<file path="src/hdl/adl_pkg.sv">
`default_nettype none

package adl_pkg;

  // Line buffer geometry.
  localparam int MaxLine = 1024;
  localparam int AddrW   = $clog2(MaxLine);
  localparam int PosW    = $clog2(MaxLine + 1);

  // Character codes.
  localparam logic [7:0] NlByte  = 8'd10;
  localparam logic [7:0] UpA     = 8'd65;
  localparam logic [7:0] UpZ     = 8'd90;
  localparam logic [7:0] CaseGap = 8'd32;

  // Counter width and the record queue.
  localparam int CntW      = 32;
  localparam int FifoDepth = 8;
  localparam int FifoPtrW  = $clog2(FifoDepth);
  localparam int FifoCntW  = $clog2(FifoDepth + 1);

  // Configuration register indexes.
  typedef enum logic [1:0] {
    CfgDupOnly     = 2'd0,
    CfgSinglesOnly = 2'd1,
    CfgIgnoreCase  = 2'd2
  } cfg_idx_e;

  typedef struct packed {
    logic dup_only;
    logic singles_only;
    logic ignore_case;
  } cfg_t;

  // Per-byte information passed from the position stage to the run stage.
  typedef struct packed {
    logic       valid;
    logic       close;
    logic       last;
    logic       cmp;
    logic       len_miss;
    logic       len_eq;
    logic       too_long;
    logic [7:0] data;
  } s1_t;

  typedef struct packed {
    logic [CntW-1:0] first_line;
    logic [CntW-1:0] run_length;
    logic            overflow;
    logic            final_rec;
  } rec_t;

  // Up to two records pushed per byte, the first one first.
  typedef struct packed {
    logic push_a;
    rec_t rec_a;
    logic push_b;
    rec_t rec_b;
  } push_t;

  function automatic logic [7:0] fold_byte(logic [7:0] c, logic ic);
    logic [7:0] r;
    r = c;
    if (ic && (c inside {[UpA:UpZ]})) begin
      r = c + CaseGap;
    end
    return r;
  endfunction

  function automatic logic [CntW-1:0] sat_inc(logic [CntW-1:0] v);
    logic [CntW-1:0] r;
    r = (v == '1) ? v : v + CntW'(1);
    return r;
  endfunction

  function automatic logic pass_filter(logic [CntW-1:0] len, cfg_t cfg);
    logic ok;
    ok = 1'b1;
    if (cfg.dup_only && (len == CntW'(1))) ok = 1'b0;
    if (cfg.singles_only && (len > CntW'(1))) ok = 1'b0;
    return ok;
  endfunction

endpackage

`default_nettype wire

</file>
<file path="src/hdl/adl_position.sv">
`default_nettype none

// Front stage: tracks the write position in the current line and the length
// of the previous one, drives the line buffer and hands each byte on.
module adl_position
  import adl_pkg::*;
(
  input  wire logic             clk_i,
  input  wire logic             rst_ni,
  input  wire logic             accept_i,
  input  wire logic [7:0]       data_i,
  input  wire logic             last_i,
  output logic                  ram_en_o,
  output logic      [AddrW-1:0] ram_addr_o,
  output logic      [7:0]       ram_wdata_o,
  output s1_t                   s1_o
);

  logic [PosW-1:0] pos_q, pos_d;
  logic [PosW-1:0] prev_len_q, prev_len_d;
  logic            too_long_q, too_long_d;
  s1_t             s1_q, s1_d;

  logic            take;
  logic            in_range;
  logic            stored;
  logic [PosW-1:0] pos_after;
  logic            ovf_now;
  logic            close;

  always_comb begin
    take      = (data_i != NlByte);
    in_range  = (pos_q < PosW'(MaxLine));
    stored    = take && in_range;
    pos_after = stored ? pos_q + PosW'(1) : pos_q;
    ovf_now   = too_long_q || (take && !in_range);
    close     = !take || last_i;

    ram_en_o    = accept_i && stored;
    ram_addr_o  = pos_q[AddrW-1:0];
    ram_wdata_o = data_i;

    pos_d      = pos_q;
    prev_len_d = prev_len_q;
    too_long_d = too_long_q;
    if (accept_i) begin
      if (close) begin
        // The closed line becomes the reference; end of input starts afresh.
        prev_len_d = last_i ? '0 : pos_after;
        pos_d      = '0;
        too_long_d = 1'b0;
      end else begin
        pos_d      = pos_after;
        too_long_d = ovf_now;
      end
    end

    s1_d.valid    = accept_i;
    s1_d.close    = close;
    s1_d.last     = last_i;
    s1_d.cmp      = stored && (pos_q < prev_len_q);
    s1_d.len_miss = stored && (pos_q >= prev_len_q);
    s1_d.len_eq   = (pos_after == prev_len_q);
    s1_d.too_long = ovf_now;
    s1_d.data     = data_i;
  end

  always_ff @(posedge clk_i or negedge rst_ni) begin
    if (!rst_ni) begin
      pos_q      <= '0;
      prev_len_q <= '0;
      too_long_q <= 1'b0;
      s1_q       <= '0;
    end else begin
      pos_q      <= pos_d;
      prev_len_q <= prev_len_d;
      too_long_q <= too_long_d;
      s1_q       <= s1_d;
    end
  end

  assign s1_o = s1_q;

endmodule

`default_nettype wire

</file>
<file path="config.mk">
export PLATFORM = sky130hd
export DESIGN_NAME = adl_position
export DESIGN_NICKNAME = d
export VERILOG_FILES = /design/src/hdl/adl_pkg.sv /design/src/hdl/adl_position.sv
export SDC_FILE = /design/constraint.sdc
export NUM_CORES = 1
export LEC_CHECK = 0
export ABC_AREA = 1
export BUFFER_PORTS_ARGS = -buffer_cell sky130_fd_sc_hd__buf_2
export CORE_MARGIN = 2
export CORE_UTILIZATION = 44
export DETAILED_ROUTE_END_ITERATION = 6
export HOLD_SLACK_MARGIN = 0.06
export PLACE_DENSITY = 0.66
export SLEW_MARGIN = 0
export SYNTH_ARGS = -nofsm -noshare
export SYNTH_HDL_FRONTEND = slang
export SYNTH_SLANG_ARGS = --single-unit
</file>
<file path="constraint.sdc">
create_clock -name clk_i -period 2.1 [get_ports clk_i]
set_input_delay 0.42 -clock clk_i [delete_from_list [all_inputs] [get_ports clk_i]]
set_output_delay 0.42 -clock clk_i [all_outputs]
set_load 0.1 [all_outputs]
</file>
==> impl_results.md <==
* # H-tree levels at 2
* Most instantiated cells after synthesis: 80 x nand2_1, 39 x inv_1, 38 x dfrtp_1
* Reg2Reg Depth at 10
* Net Count, Synth at roughly 330
* Status: complete, no violations
* Post-CTS Setup Inserts at 0
* Placed Cells at 400
* Die width at between 70 and 80 um
* Largest net degree at the start of global routing at 39
* Setup TNS at 0 ps
* Die H at 76.4 um
* Critical path class: reg2out
* Least-Margin Pin Slew at 504 ps
* F_max at approximately 540 MHz
* Port buffer count at 45
* Drt drc at 0
* First-pass iteration count of the detailed router at 4
* Post-synthesis sequential area ratio at 41.3%
* Worst Clk Skew at about 5.4 ps
* Max Cap Viol at 0
* Diodes inserted at 0
* Clock Path Buffers at 2
* Worst-path clk slew at 80 ps
* First-pass GRT wire length at 9140 um
* GRT overflow at 0
* Total track usage at 19.7%
* Routed wire per std cell at 13.0 um
* EDFF count, synth at 0
* Hold WS at 67.9 ps
* Critical Path Source Type: flop
* Layout cell share with drive strength beyond 1 at 21.9%
* Leak at around 0.0014 uW
* CTS tree: done
* Overall Power at 2200 uW
* Final Non-Filler Cells at slightly above 400
* Worst min path class: in2async
* Number of I/O pins at 46
* Final wirelength at 5310 um
* Crit-path max FO at 15
* Arrival time at the worst endpoint at around 1400 ps
* Antenna violations before repair at 0
* RSZ-0062 raised after global routing: no
* Synthesized area at 2300 um^2
* R2R setup slack at 500 ps
* Primary FF master, synth: dfrtp_1
* Clock Root Buffer: clkbuf_8
* Critical Path RT at 1680 ps
* Nets at 361
* #FFs+latches synth at 38
* Final count of hold timing violations at 0
* Vias in the first global route at a little under 2k
* Synth top area cells: dfrtp_1 41%, nand2_1 13%, ha_1 6.5%
* CTS hold repair buffers at 0
* Worst-skew pair later-pin latency at 300 ps
* Slew Limit Headroom at 66.3%
* DR vias at 2006
* CP max stage cell: dfrtp_1
* Post-synth top area share at around 41%
* Leading area contributor after synthesis: dfrtp_1
* Cell breakdown of the critical path: inv_2 -> nand2_4 -> nor2_2 -> buf_12
* 1st-iter DRT viols at between 100 and 150
* Num CTS Buffers at 5
* Final setup vio count at 0
* Core Util, Final at 52.0%
* Max IR drop VDD at approximately 0.49 mV
* Final Critical Period at 1850 ps
* Synthesized area per cell at 7.63 um^2
* CTS resizes at 0
* Starting Density at 45.4%
* Syn Inst Count at between 300 and 400
* Fillers at 530
* CP max stage delay at 420 ps
* Pwr dens at 833 nW/um^2
* Final period util at 88.3%
* R2r endpoint: s1_o[9]
* CTS Sinks at 38
* Area Overhead vs Synth at 14.5%
* RR Startpoint: pos_q[1]
* DRT antenna net count at 0
* Total core area at slightly above 5000 um^2
* Async SR Flop Fraction at 100%
* RePlAce Congestion at 0.896
* Final Max Slew Viols at 0
* # rows at 26
* HPWL after detailed placement at 3830 um
* DIE AREA at about 5800 um^2
* Vias/cell at 4.92
* Top-count cell post-synth: nand2_1
* Ys Warns at 0
* Netlist cell types at 25
* Crit path capture type: output port
==> metrics by stage <==
step / area, um^2 / setup WS (ps)
3_3_place_gp: 2520 / 322
2_1_floorplan: 2310 / 34.5
6_report: 2640 / 247
5_1_grt: 2640 / 150
3_5_place_dp: 2520 / 268
4_1_cts: 2640 / 248
==> worst max-delay path by stage <==
stage / start / endpoint / slack, ps / cells after the start
finish: pos_q[10] / ram_en_o / 250 / 4
CTS: pos_q[10] / ram_en_o / 250 / 4
global route: pos_q[10] / ram_en_o / 150 / 4
global placement: data_i[4] / ram_en_o / 320 / 8
floorplan: data_i[4] / ram_en_o / 30 / 7
detailed placement: data_i[3] / pos_q[6] / 270 / 10
==> final cells by class <==
cell class | instances | area (um^2) | area share, %
Tap cell | 70 | 87.6 | 3.32
Timing Repair Buffer | 50 | 290 | 11.0
Multi-Input combinational cell | 200 | 1040 | 39.3
Clock buffer | 5 | 68.8 | 2.61
Inverter | 42 | 158 | 5.98
Sequential cell | 38 | 951 | 36.1
Clock inverter | 3 | 45.0 | 1.71
==> power breakdown <==
group,leakage (uW),total [uW],internal [uW],switching [uW]
Clock,0.0000504,639,353,285
Sequential,0.000495,812,785,27.3
Combinational,0.000818,747,152,595
Total,0.00136,2200,1290,908
==> routing by layer <==
metal / track usage, % / part of all wire, % / up-vias
met4: 5.82 / 1.2 / 0
met2: 31.9 / 47 / 64
met1: 26.2 / 45 / 901
li1: - / - / 1034
met5: 0 / 0 / -
met3: 5.09 / 7.0 / 7
==> kinds of logic after synthesis <==
kind of cell,after synthesis,synth area share (%)
XOR/XNOR,3,1.14
adder cells (fa/ha/maj),12,6.52
flip-flops,38,41.3
buffers and inverters,64,13.8
AO/OA/AOI/OAI,35,9.13
AND/OR/NAND/NOR,150,28.1
==> layout by cell type, fill, tap and decap left out, types with 4 or more instances in the layout <==
cell      netlist  routed
o22ai_1        21      21
nand2_2         6       6
ha_1           12      12
buf_2           2      44
inv_1          39      39
nor2_2          5       6
nand3_1        30      30
buf_4          18       4
clkbuf_8        0       5
dfrtp_1        38      38
o21ai_0         5       5
a21oi_1         6       6
nand2_1        80      80
nor2_1         25      24
==> critical path, delay by kind of cell (launching register included) <==
family | cells | cell delay, ps
flip-flops | 1 | 420
buffers and inverters | 2 | 370
AND/OR/NAND/NOR | 2 | 340
==> sequential cells by signal, summed over array words and instances, names as in the netlist <==
signal,flops
prev_len_q,11
pos_q,11
too_long_q,1
s1_o,15
(Power assumes the default switching activity.)
