===== config.mk =====
export PLATFORM = sky130hd
export DESIGN_NAME = adl_run_tracker
export DESIGN_NICKNAME = d
export VERILOG_FILES = /design/src/hdl/adl_pkg.sv /design/src/hdl/adl_run_tracker.sv
export SDC_FILE = /design/constraint.sdc
export NUM_CORES = 1
export LEC_CHECK = 0
export ABC_AREA = 1
export BUFFER_PORTS_ARGS = -buffer_cell sky130_fd_sc_hd__clkbuf_2
export CAP_MARGIN = 10
export CORE_MARGIN = 2
export CORE_UTILIZATION = 40
export DETAILED_ROUTE_END_ITERATION = 16
export PLACE_DENSITY = 0.71
export SLEW_MARGIN = 20
export SYNTH_ARGS = -nofsm -noshare
export SYNTH_HDL_FRONTEND = slang
export SYNTH_SLANG_ARGS = --single-unit

===== constraint.sdc =====
create_clock -name clk_i -period 3 [get_ports clk_i]
set_input_delay 0.45 -clock clk_i [delete_from_list [all_inputs] [get_ports clk_i]]
set_output_delay 0.45 -clock clk_i [all_outputs]
set_load 0.05 [all_outputs]

===== src/hdl/adl_pkg.sv =====
`default_nettype none

package adl_pkg;

  // Line buffer geometry.
  localparam int MaxLine = 1024;
  localparam int AddrW   = $clog2(MaxLine);
  localparam int PosW    = $clog2(MaxLine + 1);

  // Character codes.
  localparam logic [7:0] NlByte  = 8'd10;
  localparam logic [7:0] UpA     = 8'd65;
  localparam logic [7:0] UpZ     = 8'd90;
  localparam logic [7:0] CaseGap = 8'd32;

  // Counter width and the record queue.
  localparam int CntW      = 32;
  localparam int FifoDepth = 8;
  localparam int FifoPtrW  = $clog2(FifoDepth);
  localparam int FifoCntW  = $clog2(FifoDepth + 1);

  // Configuration register indexes.
  typedef enum logic [1:0] {
    CfgDupOnly     = 2'd0,
    CfgSinglesOnly = 2'd1,
    CfgIgnoreCase  = 2'd2
  } cfg_idx_e;

  typedef struct packed {
    logic dup_only;
    logic singles_only;
    logic ignore_case;
  } cfg_t;

  // Per-byte information passed from the position stage to the run stage.
  typedef struct packed {
    logic       valid;
    logic       close;
    logic       last;
    logic       cmp;
    logic       len_miss;
    logic       len_eq;
    logic       too_long;
    logic [7:0] data;
  } s1_t;

  typedef struct packed {
    logic [CntW-1:0] first_line;
    logic [CntW-1:0] run_length;
    logic            overflow;
    logic            final_rec;
  } rec_t;

  // Up to two records pushed per byte, the first one first.
  typedef struct packed {
    logic push_a;
    rec_t rec_a;
    logic push_b;
    rec_t rec_b;
  } push_t;

  function automatic logic [7:0] fold_byte(logic [7:0] c, logic ic);
    logic [7:0] r;
    r = c;
    if (ic && (c inside {[UpA:UpZ]})) begin
      r = c + CaseGap;
    end
    return r;
  endfunction

  function automatic logic [CntW-1:0] sat_inc(logic [CntW-1:0] v);
    logic [CntW-1:0] r;
    r = (v == '1) ? v : v + CntW'(1);
    return r;
  endfunction

  function automatic logic pass_filter(logic [CntW-1:0] len, cfg_t cfg);
    logic ok;
    ok = 1'b1;
    if (cfg.dup_only && (len == CntW'(1))) ok = 1'b0;
    if (cfg.singles_only && (len > CntW'(1))) ok = 1'b0;
    return ok;
  endfunction

endpackage

`default_nettype wire


===== src/hdl/adl_run_tracker.sv =====
`default_nettype none

// Run stage: finishes the byte compare against the buffer read data, closes
// lines, counts runs of equal lines and forms the records.
module adl_run_tracker
  import adl_pkg::*;
(
  input  wire logic       clk_i,
  input  wire logic       rst_ni,
  input  wire cfg_t       cfg_i,
  input  wire s1_t        s1_i,
  input  wire logic [7:0] rdata_i,
  output push_t           push_o
);

  logic            mismatch_q, mismatch_d;
  logic [CntW-1:0] run_count_q, run_count_d;
  logic [CntW-1:0] run_start_q, run_start_d;
  logic [CntW-1:0] line_num_q, line_num_d;
  logic            run_open_q, run_open_d;
  logic            run_ovf_q, run_ovf_d;

  logic            mis;
  logic            equal;
  logic [CntW-1:0] new_count;
  logic [CntW-1:0] new_start;
  logic            new_ovf;
  logic            emit_a;
  logic            emit_b;

  always_comb begin
    mis = mismatch_q || s1_i.len_miss ||
          (s1_i.cmp && (fold_byte(rdata_i, cfg_i.ignore_case) !=
                        fold_byte(s1_i.data, cfg_i.ignore_case)));
    equal     = run_open_q && !mis && s1_i.len_eq;
    new_count = equal ? sat_inc(run_count_q) : CntW'(1);
    new_start = equal ? run_start_q : line_num_q;
    new_ovf   = equal ? (run_ovf_q || s1_i.too_long) : s1_i.too_long;

    emit_a = s1_i.valid && s1_i.close && !equal && run_open_q &&
             pass_filter(run_count_q, cfg_i);
    emit_b = s1_i.valid && s1_i.last && pass_filter(new_count, cfg_i);

    // The run that this line closed goes first, then the flushed final run.
    push_o.push_a           = emit_a;
    push_o.rec_a.first_line = run_start_q;
    push_o.rec_a.run_length = run_count_q;
    push_o.rec_a.overflow   = run_ovf_q;
    push_o.rec_a.final_rec  = s1_i.last && !emit_b;
    push_o.push_b           = emit_b;
    push_o.rec_b.first_line = new_start;
    push_o.rec_b.run_length = new_count;
    push_o.rec_b.overflow   = new_ovf;
    push_o.rec_b.final_rec  = 1'b1;

    mismatch_d  = mismatch_q;
    run_count_d = run_count_q;
    run_start_d = run_start_q;
    line_num_d  = line_num_q;
    run_open_d  = run_open_q;
    run_ovf_d   = run_ovf_q;
    if (s1_i.valid) begin
      if (s1_i.last) begin
        mismatch_d  = 1'b0;
        run_count_d = '0;
        run_start_d = '0;
        line_num_d  = '0;
        run_open_d  = 1'b0;
        run_ovf_d   = 1'b0;
      end else if (s1_i.close) begin
        mismatch_d  = 1'b0;
        run_count_d = new_count;
        run_start_d = new_start;
        line_num_d  = sat_inc(line_num_q);
        run_open_d  = 1'b1;
        run_ovf_d   = new_ovf;
      end else begin
        mismatch_d  = mis;
      end
    end
  end

  always_ff @(posedge clk_i or negedge rst_ni) begin
    if (!rst_ni) begin
      mismatch_q  <= 1'b0;
      run_count_q <= '0;
      run_start_q <= '0;
      line_num_q  <= '0;
      run_open_q  <= 1'b0;
      run_ovf_q   <= 1'b0;
    end else begin
      mismatch_q  <= mismatch_d;
      run_count_q <= run_count_d;
      run_start_q <= run_start_d;
      line_num_q  <= line_num_d;
      run_open_q  <= run_open_d;
      run_ovf_q   <= run_ovf_d;
    end
  end

endmodule

`default_nettype wire


==> results.yml <==
run_status:
  outcome: "complete, but fails checks"
  violations: "setup timing"
die:
  start_util: 0.411
  design.core.area_mm2: 0.0166
  chipWidth_um: 135
  rows: 47
  die_area_mm2: 0.0182
  floorplan.io_pins: 162
  die_h_um: 135
logic_synthesis:
  synth_cell_type_count: 41
  yosys.area_share.simple: 0.309
  proportion_of_register_bits_with_asynchronous_set_or_reset_after_synthesis: 1.00
  post_synth_inst_count: 1019
  postSynthRegisterBits: 99
  synth_xor_area_frac: 0.0282
  most_used_flip_flop_cell_after_synthesis: "dfrtp_1"
  synthesized_area_fraction_occupied_by_ao_oa_aoi_and_oai_cells: 0.150
  largest_cells_by_area_after_synthesis: "dfrtp_1 36%, nand2_1 15%, inv_1 11%, o22ai_1 5.4%, nor2_1 4.8%"
  yosysSeqAreaShare: 0.362
  yosys.area.top_type: "dfrtp_1"
  post_synthesis_share_of_cell_area_spent_on_full_adders_half_adders_and_majority_gates: 0.0110
  largest_family_of_logic_cells_by_synthesized_area: "simple AND/OR/NAND/NOR gates"
  synthesis.area_mm2: 0.00684
  synth.top_cell.area_share: 0.362
  synth_enable_flop_cells: 0
  netlist_top_cells_count: "273 x nand2_1, 194 x inv_1, 99 x dfrtp_1"
  synth.avg_cell_area_um2: 6.71
  synth_warnings: 0
  most_common_cell_in_the_netlist: "nand2_1"
  synth.net_count: 1053
  synth_mux_area_frac: 0
clock_network:
  clkLatencyLatePin_ns: 0.36
  cts.clk_slew.worst_paths_ns: 0.08
  cts_max_level: 3
  clock_path_buffers: 2
  cts_tree: "built"
  tritoncts.num_buffers: 9
  tritoncts_num_sinks: 99
  cts.root.buffer_cell: "clkbuf_16"
critical_path:
  kind_of_start_point_of_the_critical_path: "register"
  critical_path_arrival_ns: 2.92
  critical_path.cell_chain: "ha_4 > inv_2 > nor2_4 > nand2_4 > nor2_4 > nand2_4 > buf_8 > buf_4 > nand3_1 > o41ai_2 > nand2_1 > nor2_4 > nand2_1 > nand2_1 > nor2_2 > nor2_4 > nor2_4 > buf_12"
  critical_path_required_ns: 2.55
  timing_worst_setup_path_type: "register to primary output"
  worst-path-max-fanout: 8
  timing.critical_path.mode_cell: "nor2_4"
  critPathSlowestCell: "dfrtp_2"
  critPathCaptureType: "primary output"
  critical-path-max-stage-delay_ns: 0.44
pwr:
  share_comb_of_total_power: 0.186
  power.internal_mw: 2.23
  power_density_cells_mw_per_mm2: 313
  pwr-share-seq: 0.428
  power.net_switching_mw: 1.01
  power.ir.vdd_worst_v: 0.000299
  leakagePower_nw: 5.38
  clock_power_share: 0.385
  switching_share: 0.311
routing:
  drt-pass1-iter-count: 6
  vias: 7855
  routed_wirelength_mm: 23.8
  postRouteAntennaNets: 0
  detail_route.wl_per_cell_um: 15.6
  route.detailed.vias_per_inst: 5.15
  drt_first_iter_violations: 445
  route.detailed.drc: 0
sta:
  grt_setup_unrepaired: "yes"
  tightestPinTransition_ns: 0.722
  layout_worst_path_cycle_share: 1.12
  post-route-worst-setup-slack_ns: -0.369
  max-slew-margin-rel: 0.519
  final.min_clock_period_ns: 3.37
  fin_skew_ns: 0.0127
  finalHoldViolCount: 0
  final_max_slew_viol_count: 0
  achievable-frequency_mhz: 297
  setup_violations: 3
layout:
  nNetsFinal: 1333
  finish.cell_count_without_fillers: 1524
  insertedDiodeCount: 0
  finalCoreUtilization: 0.623
  drive_gt1_frac: 0.356
  area_delta_synth_final_pct: 51.7
min_path:
  min_path_type: "primary input to asynchronous set/reset pin"
grt:
  grt_max_degree: 60
  global_route_wire_length_before_repair_mm: 36.5
  grt.total_usage: 0.251
  antenna_found_initial: 0
  global_route.overflow_total: 0
  via_count_of_the_first_global_routing_pass: 7498
placement:
  placed_cells_incl_taps: 1475
  dp_slack_ns: -0.171
  place_hpwl_mm: 17.0
  gp_routability_congestion: 0.939
  placement.io_buffers: 160
run:
  max_cap_violations: 0
==> stage by stage <==
stage / TNS [ns] / cell area (um^2) / hold WS (ns) / power (mW)
after floorplan: 0 / 6860 / 0.154 / 1.73
after global placement: -0.431 / 9210 / 0.512 / 1.96
after global routing: -2.09 / 10400 / 0.198 / 3.37
after detailed placement: -0.392 / 9210 / 0.512 / 1.96
after CTS: -0.715 / 9890 / 0.165 / 3.22
final: -0.965 / 10400 / 0.139 / 3.24
==> final timing paths <==
path / startpoint / end / slack, ns / depth (start not counted)
setup / recovery: run_count_q[1] / push_o[67] / -0.37 / 18
hold / removal: rst_ni / run_count_q[3] / 0.14 / 1
setup reg to reg: line_num_q[0] / line_num_q[18] / 0.27 / 17
hold reg to reg: run_ovf_q / run_ovf_q / 0.53 / 2
max in group asynchronous: rst_ni / run_start_q[6] / 2.14 / 2
min in group clk_i: s1_i[14] / mismatch_q / 0.31 / 2
==> routing by layer <==
layer  vias to the layer above  share of wire  GRT usage
met4                         0          0.038      0.107
li1                       3830              -          -
met3                        62          0.058     0.0300
met2                       313           0.49      0.429
met1                      3650           0.41      0.321
met5                         -              0          0
==> area by class of cell <==
type | count | area (um^2)
Sequential cell | 99 | 2480
Inverter | 201 | 759
Tap cell | 220 | 275
Clock inverter | 7 | 81.3
Multi-Input combinational cell | 683 | 3830
Fill cell | 1440 | 6270
Clock buffer | 9 | 225
Timing Repair Buffer | 305 | 2720
==> placed cells by master (no fill, tap or decap), drive strengths merged, types with 16 or more instances in the layout <==
master / netlist / routed
nand2: 283 / 283
inv: 199 / 203
buf: 17 / 186
clkbuf: 19 / 128
nor2: 103 / 103
dfrtp: 99 / 99
o21ai: 69 / 69
o22ai: 59 / 59
nand3: 46 / 46
nor3: 22 / 22
a21oi: 19 / 19
nor4: 16 / 16
==> registers in the layout (all words and copies together), names as in the netlist <==
| signal | count |
|---|---|
| run_ovf_q | 1 |
| run_count_q | 32 |
| run_open_q | 1 |
| run_start_q | 32 |
| line_num_q | 32 |
| mismatch_q | 1 |
==> repair_timing <==
| action | CTS | global route |
|---|---|---|
| setup buffers | 17 | 10 |
| gates cloned | 0 | 6 |
| hold buffers | 0 | 0 |
| pin swaps | 29 | 15 |
| setup endpoints to repair | 8 | 51 |
| gates resized for setup | 65 | 129 |
==> cell families after synthesis <==
kind of cell / after synthesis
compound gates: 170
other cells: 1
xor+xnor: 22
buf+inv: 237
flops: 99
simple gates: 484
fa+ha+maj: 6
==> worst max-delay path, delay by kind of cell, from the launching register on <==
kind,cells,cell delay [ns]
flops,1,0.44
compound gates,1,0.23
fa+ha+maj,1,0.18
simple gates,12,1.23
buf+inv,4,0.46
==> power by group through the flow <==
stage | clock network [mW] | registers (mW) | logic (mW)
after floorplan | 0 | 1.44 | 0.282
after global placement | 0 | 1.41 | 0.546
after detailed placement | 0 | 1.41 | 0.550
after CTS | 1.28 | 1.39 | 0.557
after global routing | 1.32 | 1.39 | 0.651
final | 1.25 | 1.39 | 0.604
No activity file was read; power rests on OpenSTA's default activity.
