<file path="config.mk">
export PLATFORM = sky130hd
export DESIGN_NAME = adl_rec_fifo
export DESIGN_NICKNAME = d
export VERILOG_FILES = /design/src/hdl/adl_pkg.sv /design/src/hdl/adl_rec_fifo.sv
export SDC_FILE = /design/constraint.sdc
export NUM_CORES = 1
export LEC_CHECK = 0
export BUFFER_PORTS_ARGS = -buffer_cell sky130_fd_sc_hd__buf_2
export CAP_MARGIN = 20
export CORE_MARGIN = 1.5
export CORE_UTILIZATION = 35
export DETAILED_ROUTE_END_ITERATION = 12
export GPL_TIMING_DRIVEN = 0
export SLEW_MARGIN = 20
export SYNTH_ARGS = -nofsm -noshare
export SYNTH_HDL_FRONTEND = slang
export SYNTH_SLANG_ARGS = --single-unit
</file>
<file path="constraint.sdc">
create_clock -name clk_i -period 17.15 [get_ports clk_i]
set_input_delay 2.5725 -clock clk_i [delete_from_list [all_inputs] [get_ports clk_i]]
set_output_delay 2.5725 -clock clk_i [all_outputs]
set_load 0.01 [all_outputs]
</file>
<file path="src/hdl/adl_pkg.sv">
`default_nettype none

package adl_pkg;

  // Line buffer geometry.
  localparam int MaxLine = 1024;
  localparam int AddrW   = $clog2(MaxLine);
  localparam int PosW    = $clog2(MaxLine + 1);

  // Character codes.
  localparam logic [7:0] NlByte  = 8'd10;
  localparam logic [7:0] UpA     = 8'd65;
  localparam logic [7:0] UpZ     = 8'd90;
  localparam logic [7:0] CaseGap = 8'd32;

  // Counter width and the record queue.
  localparam int CntW      = 32;
  localparam int FifoDepth = 8;
  localparam int FifoPtrW  = $clog2(FifoDepth);
  localparam int FifoCntW  = $clog2(FifoDepth + 1);

  // Configuration register indexes.
  typedef enum logic [1:0] {
    CfgDupOnly     = 2'd0,
    CfgSinglesOnly = 2'd1,
    CfgIgnoreCase  = 2'd2
  } cfg_idx_e;

  typedef struct packed {
    logic dup_only;
    logic singles_only;
    logic ignore_case;
  } cfg_t;

  // Per-byte information passed from the position stage to the run stage.
  typedef struct packed {
    logic       valid;
    logic       close;
    logic       last;
    logic       cmp;
    logic       len_miss;
    logic       len_eq;
    logic       too_long;
    logic [7:0] data;
  } s1_t;

  typedef struct packed {
    logic [CntW-1:0] first_line;
    logic [CntW-1:0] run_length;
    logic            overflow;
    logic            final_rec;
  } rec_t;

  // Up to two records pushed per byte, the first one first.
  typedef struct packed {
    logic push_a;
    rec_t rec_a;
    logic push_b;
    rec_t rec_b;
  } push_t;

  function automatic logic [7:0] fold_byte(logic [7:0] c, logic ic);
    logic [7:0] r;
    r = c;
    if (ic && (c inside {[UpA:UpZ]})) begin
      r = c + CaseGap;
    end
    return r;
  endfunction

  function automatic logic [CntW-1:0] sat_inc(logic [CntW-1:0] v);
    logic [CntW-1:0] r;
    r = (v == '1) ? v : v + CntW'(1);
    return r;
  endfunction

  function automatic logic pass_filter(logic [CntW-1:0] len, cfg_t cfg);
    logic ok;
    ok = 1'b1;
    if (cfg.dup_only && (len == CntW'(1))) ok = 1'b0;
    if (cfg.singles_only && (len > CntW'(1))) ok = 1'b0;
    return ok;
  endfunction

endpackage

`default_nettype wire

</file>
<file path="src/hdl/adl_rec_fifo.sv">
`default_nettype none

// Record queue: takes up to two records a cycle, delivers one a cycle while ready_i is high.
// The depth is a power of two, so the pointers wrap on their own.
module adl_rec_fifo
  import adl_pkg::*;
(
  input  wire logic                clk_i,
  input  wire logic                rst_ni,
  input  wire push_t               push_i,
  input  wire logic                ready_i,
  output logic                     valid_o,
  output rec_t                     head_o,
  output logic      [FifoCntW-1:0] level_o
);

  rec_t                entry_q [FifoDepth];
  logic [FifoPtrW-1:0] wr_ptr_q, rd_ptr_q;
  logic [FifoCntW-1:0] cnt_q;

  logic                pop;
  logic [FifoPtrW-1:0] wr_ptr_b;
  logic [1:0]          npush;

  always_comb begin
    pop      = (cnt_q != '0) && ready_i;
    wr_ptr_b = wr_ptr_q + FifoPtrW'(push_i.push_a);
    npush    = 2'(push_i.push_a) + 2'(push_i.push_b);
  end

  // Pointer and fill bookkeeping.
  always_ff @(posedge clk_i or negedge rst_ni) begin
    if (!rst_ni) begin
      wr_ptr_q <= '0;
      rd_ptr_q <= '0;
      cnt_q    <= '0;
    end else begin
      wr_ptr_q <= wr_ptr_q + FifoPtrW'(npush);
      rd_ptr_q <= rd_ptr_q + FifoPtrW'(pop);
      cnt_q    <= cnt_q + FifoCntW'(npush) - FifoCntW'(pop);
    end
  end

  // Record storage.
  always_ff @(posedge clk_i) begin
    if (push_i.push_a) begin
      entry_q[wr_ptr_q] <= push_i.rec_a;
    end
    if (push_i.push_b) begin
      entry_q[wr_ptr_b] <= push_i.rec_b;
    end
  end

  assign valid_o = (cnt_q != '0);
  assign head_o  = entry_q[rd_ptr_q];
  assign level_o = cnt_q;

endmodule

`default_nettype wire

</file>
==> flow_metrics.tcl, run 1 <==
set metrics [dict create \
    setup_viol 0 \
    synth_xor_area_share_pct 0.360 \
    rsz0062_at_grt "false" \
    synthArstFlopShare_pct 1.86 \
    critPathKind "flip-flop to output port" \
    maxCapViolCount 0 \
    final_area_um2 32100 \
    tns_ns 0 \
    dieArea_um2 78200 \
    cts_root_buffer "clkbuf_16" \
    vias 14800 \
    holdWs_ns 0.533 \
    dp_cells 2648 \
    start_util_pct 35.3 \
    final_cells 2771 \
    ys_seq_area_share_pct 60.1 \
    rrSetupSlack_ns 13.43 \
    wl_mm 74.0 \
    critPathMaxStageDelay_ns 0.78 \
    synthAdderAreaFrac_pct 0.617 \
    syn_area_per_cell_um2 18.9 \
    ctsHtreeMaxLevel 2 \
    yosys.area_share.simple_pct 0.453 \
    clockBufferDepth 3 \
    p_leak_nw 10.9 \
    pwr-share-clk_pct 21.7 \
    drtIter0Drc 1096 \
    dieHeight_um 280 \
    grt_first_pass_wirelength_mm 108 \
    slowest_stage "buf_1" \
    end_kind "output port" \
    ctsResizeCount 0 \
    dpl_cell_area_um2 30100 \
    syn_inst 1418 \
    p_switching_mw 1.95 \
    cts_hold_buf 0 \
    critPathCapture "head_o[3]" \
    grt_pass1_vias 15700 \
    io_pins 208 \
    area_growth_pct 19.8 \
    min_path_type "flip-flop to flip-flop" \
    synth-edff-count 528 \
    cts_setup_buffers 0 \
    cp-start-kind "flip-flop" \
    fin_nets 1880 \
    clk_latency_ns 0.63 \
    avgRoutedWirePerCell_um 26.7 \
    r2r_start "wr_ptr_q[0]$_DFF_PN0_" \
    ys_types 34 \
    period_share_pct 36.0 \
    synth_top_family_by_area "multiplexers" \
    gp_congestion 0.716 \
    synth-compound-area-share_pct 0.252 \
    finalWorstPathRequiredPeriod_ns 6.17 \
    switching_share_pct 33.4 \
    status "complete, no violations" \
    globalRouteTotalUtil_pct 19.1 \
    drive_gt1_share_pct 61.2 \
    required_ns 14.58 \
    path_cells "clkbuf_1 > buf_2 > buf_1 > mux4_2 > mux2_2 > buf_2" \
    crit_arrival_ns 3.60 \
    cp_max_fo 10 \
    hold_viol_final 0 \
    combPwrFrac_pct 43.1 \
    fmax_ghz 0.162 \
    synth_area_um2 26800 \
    power.density_nw_per_um2 182 \
    io_buffers 207 \
    core_region_area_um2 75800 \
    reg2reg_to "entry_q[1][29]$_DFFE_PP_" \
    muxShareOfSynthArea_pct 36.1 \
    p_total_mw 5.83 \
    r2r_cells 9 \
    dp_hpwl_mm 50.0 \
    clock-sinks 538 \
    tightest_slew_ns 0.985 \
    ys_warn_count 0 \
    syn_nets 1567 \
    internal_power_mw 3.88 \
    rows 101 \
    final_max_slew_viol_count 0 \
    synthFlopType "edfxtp_1" \
    cts_tree "yes" \
    firstDrtPassIters 5 \
    cp_common_cell "buf_2" \
    ant_nets 0 \
    gr-total-overflow 0 \
    cts_buffers 59 \
    startpoint "rd_ptr_q[2]$_DFF_PN0_" \
    ir_worst_vdd_mv 0.0979 \
    grt_max_degree 18 \
    ys_ff_latch 538 \
    fin_skew_ns 0.0182 \
    antenna_found_initial 25 \
    pwr-share-seq_pct 35.2 \
    viasPerCell 5.35 \
    drc 0 \
    max_slew_margin_pct 34.4 \
    die_w_um 280 \
    clk_pin_slew_ns 0.06 \
]
==> placed cells by master (no fill, tap or decap), drive strengths merged, types with 10 or more instances in the layout <==
| master | netlist | final |
|---|---|---|
| mux4 | 132 | 132 |
| inv | 8 | 10 |
| clkbuf | 17 | 90 |
| edfxtp | 528 | 528 |
| mux2 | 594 | 594 |
| buf | 77 | 329 |
| diode | 0 | 13 |
| ha | 10 | 10 |
| dfrtp | 10 | 10 |
| clkinv | 0 | 26 |
==> sequential cells by signal, summed over array words and instances, names as in the netlist <==
register and count:
entry_q 528, level_o 4, rd_ptr_q 3, wr_ptr_q 3
==> cell type report <==
class	instances	area (um2)
clock inverters	37	349
multi-input cells	778	10200
inverters	8	30.0
repair buffers	252	2040
fillers	6753	43700
clock buffers	73	1550
well taps	978	1220
flip-flops and latches	538	16100
plain buffers	94	528
diodes	13	32.5
==> synth_stat cells, types with 2 or more instances <==
cell        n  area [um2]
mux2_2    531        5980
edfxtp_1  528       15900
mux4_2    132        2970
mux2_1     63         709
buf_2      47         235
buf_4      21         158
clkbuf_1   17        63.8
dfrtp_1    10         250
ha_1       10         125
inv_1       8        30.0
nand2_1     6        22.5
buf_6       5        56.3
nor2_1      5        18.8
buf_1       4        15.0
nand2b_1    3        18.8
o22ai_1     3        18.8
xnor2_1     3        26.3
xor2_1      3        26.3
fa_1        2        40.0
nor3_2      2        20.0
o21bai_1    2        15.0
==> power by group through the flow <==
stage / registers, mW / logic, mW / clock network (mW)
floorplan: 2.12 / 1.46 / 0
global placement: 2.23 / 2.27 / 0
detailed placement: 2.09 / 2.56 / 0
CTS: 2.06 / 2.57 / 1.29
global route: 2.09 / 2.68 / 1.34
finish: 2.05 / 2.51 / 1.27
==> worst max-delay path: cells and delay by family, from the launching register on <==
kind	cells	cell delay, ns
buffers and inverters	4	1.86
flip-flops	1	0.32
multiplexers	2	0.79
==> kinds of logic after synthesis <==
logic type	count (synthesis)
AOI/OAI and AO/OA	10
DFF	538
buffers and inverters	102
adders and majority gates	12
muxes	726
xor gates and xnor gates	8
and+or+nand+nor	22
==> through the flow <==
| step | setup slack [ns] | utilization (%) |
|---|---|---|
| final | 10.98 | 42.3 |
| after global routing | 10.88 | 42.3 |
| after CTS | 10.84 | 42.3 |
| after detailed placement | 11.26 | 39.8 |
| after global placement | 2.10 | 38.3 |
| after floorplan | 8.92 | - |
==> layer usage <==
metal  routed length (um)  GRT usage [%]
met4                 1900           6.15
met2                36600           31.6
met5                  148              0
met1                31200           25.3
met3                 4200           3.59
==> worst min-delay path by stage <==
stage / start / slack (ns) / cells after the start / endpoint
2_1_floorplan: rd_ptr_q[1]$_DFF_PN0_ / 0.52 / 1 / rd_ptr_q[1]$_DFF_PN0_
3_3_place_gp: level_o[0]$_DFF_PN0_ / 0.51 / 1 / level_o[0]$_DFF_PN0_
3_5_place_dp: level_o[0]$_DFF_PN0_ / 0.52 / 1 / level_o[0]$_DFF_PN0_
4_1_cts: level_o[0]$_DFF_PN0_ / 0.53 / 1 / level_o[0]$_DFF_PN0_
5_1_grt: level_o[0]$_DFF_PN0_ / 0.54 / 1 / level_o[0]$_DFF_PN0_
6_report: level_o[0]$_DFF_PN0_ / 0.53 / 1 / level_o[0]$_DFF_PN0_
Power figures use the tool's default switching activity.
==> run 2: changes to the inputs <==
Settings changed: ABC_AREA from default to 1.
Clock period 17.15 ns to 5 ns, I/O delays scaled along.
==> flow_metrics.tcl, run 2 <==
set metrics [dict create \
    area.sequential_um2 16100 \
    dp_hpwl_mm 88.1 \
    drc 0 \
    synth_area_um2 32700 \
    final.fill_count 9318 \
    syn_inst 4317 \
    min_path_type "input port to flip-flop" \
    setup_viol 0 \
    fin_nets 4634 \
    fin_util_pct 40.6 \
    cts_tree "yes" \
    power.density_nw_per_um2 670 \
    startpoint "rd_ptr_q[1]$_DFF_PN0_" \
    start_util_pct 35.5 \
    cp-start-kind "flip-flop" \
    drtIter0Drc 3075 \
    clock-sinks 538 \
    status "complete, no violations" \
    fmax_ghz 0.257 \
    dp_cells 5664 \
    clockBufferDepth 3 \
    io_buffers 75 \
    die_w_um 309 \
    antenna_found_initial 13 \
    ys_warn_count 0 \
    globalRouteTotalUtil_pct 25.0 \
    grt_first_pass_wirelength_mm 179 \
    required_ns 4.25 \
    critPathKind "flip-flop to output port" \
    synthArstFlopShare_pct 1.86 \
    dieArea_um2 95300 \
    syn_nets 4466 \
    synth.area.top_cells "edfxtp_1 (48%), nand2_1 (22%), nand4_1 (10%)" \
    grt_pass1_vias 28300 \
    synth_common_cells "nand2_1 (1930), inv_1 (545), edfxtp_1 (528), nand4_1 (528), nand3_1 (266)" \
    top_register "entry_q" \
    final_cells 5780 \
    final_area_um2 37300 \
    multi_input_area_um2 12300 \
    dpl_cell_area_um2 35500 \
    avgRoutedWirePerCell_um 20.9 \
    wl_mm 121 \
    maxCapViolCount 0 \
    area_growth_pct 14.1 \
    r2r_start "wr_ptr_q[0]$_DFF_PN0_" \
    cts_buffers 61 \
    fin_skew_ns 0.0190 \
    yosysTopAreaCell "edfxtp_1" \
    ctsHtreeMaxLevel 2 \
    core_region_area_um2 92100 \
    grt_max_degree 22 \
    synth_most_common_cell "nand2_1" \
    ys_ff_latch 538 \
    synth-edff-count 528 \
    dieHeight_um 309 \
    ys_seq_area_share_pct 49.2 \
    cts_root_buffer "clkbuf_16" \
    period_share_pct 78.0 \
    min-delay-start "ready_i" \
    clk_pin_slew_ns 0.06 \
    rows 111 \
    ant_nets 0 \
    yosysTopAreaCellShare_pct 48.5 \
    syn_area_per_cell_um2 7.58 \
    ir_worst_vdd_mv 0.426 \
    vias 30100 \
    ys_types 25 \
    largest_reg_flops 528 \
    ctsResizeCount 0 \
    hold_viol_final 0 \
    final_common_cell "nand2_1" \
    holdWs_ns 0.405 \
    crit_arrival_ns 3.15 \
    synthFlopType "edfxtp_1" \
    cp_max_fo 10 \
    finalWorstSetupSlack_ns 1.10 \
    p_leak_nw 18.3 \
    rsz0062_at_grt "false" \
    dp_slack_ns 1.56 \
    tns_ns 0 \
    viasPerCell 5.21 \
    gr-total-overflow 0 \
    drive_gt1_share_pct 10.8 \
    io_pins 208 \
    gp_congestion 0.878 \
    end_kind "output port" \
    clk_latency_ns 0.65 \
    max_slew_margin_pct 43.1 \
    final_max_slew_viol_count 0 \
    tightest_slew_ns 0.853 \
    firstDrtPassIters 6 \
    p_total_mw 25.0 \
    finalWorstPathRequiredPeriod_ns 3.90 \
    final_cell_mix "nand2_1 (1930), inv_1 (545), nand4_1 (528), edfxtp_1 (528), buf_2 (290)" \
]
==> run 2: cells by family (layout without fill, tap and decap cells) <==
group | Yosys count | in the layout | synth area share, %
compound gates | 10 | 10 | 0.153
xor+xnor | 4 | 4 | 0.107
fa+ha+maj | 12 | 12 | 0.505
buf+inv | 1015 | 1233 | 13.4
flops | 538 | 538 | 49.2
other cells | 0 | 2 | 0
simple gates | 2738 | 2738 | 36.7
==> run 2: worst max-delay path: stages (launching register included) <==
cell,delay [ns]
dfrtp_1,0.38
buf_2,0.19
clkinv_1,0.18
buf_2,0.58
buf_2,0.42
nand3_1,0.15
nand2_1,0.10
nand2_1,0.05
nand2_1,0.24
buf_2,0.19
==> run 2: repair_timing <==
action / 4_1_cts / 5_1_grt
buffers inserted: 0 / 0
hold buffers: 1 / 0
hold endpoints to repair: 10 / 0
==> run 2: worst paths after layout <==
| check | to | slack (ns) | cells past startpoint |
|---|---|---|---|
| min in group asynchronous | level_o[3]$_DFF_PN0_ | 0.55 | 2 |
| hold reg to reg | rd_ptr_q[1]$_DFF_PN0_ | 0.51 | 1 |
| setup reg to reg | entry_q[1][28]$_DFFE_PP_ | 1.96 | 10 |
| setup / recovery | head_o[65] | 1.10 | 9 |
| max in group asynchronous | wr_ptr_q[0]$_DFF_PN0_ | 4.20 | 2 |
| hold / removal | rd_ptr_q[0]$_DFF_PN0_ | 0.41 | 3 |
==> run 2: metal layers <==
metal	up-vias	GRT usage (%)	routed length, um
met5	-	0	54
met4	8	9.62	4760
met3	252	4.23	10300
met2	1361	41.6	56700
met1	14200	32.5	48900
li1	14300	-	-
==> run 2: report_power, final <==
group          switching, mW  total (mW)  internal, mW  leakage (nW)
Sequential             0.297        7.06          6.76          4.97
Clock                   1.92        4.28          2.36         0.867
Combinational           10.0        13.7          3.63          12.4
Total                   12.3        25.0          12.8          18.3
==> run 2: cell type report <==
cell class	instances	share of cell area [%]
diodes	2	0.0134
plain buffers	466	6.19
clock buffers	93	4.52
clock inverters	20	0.318
inverters	549	5.52
multi-input cells	2764	33.0
flip-flops and latches	538	43.1
well taps	1243	4.16
repair buffers	105	3.10
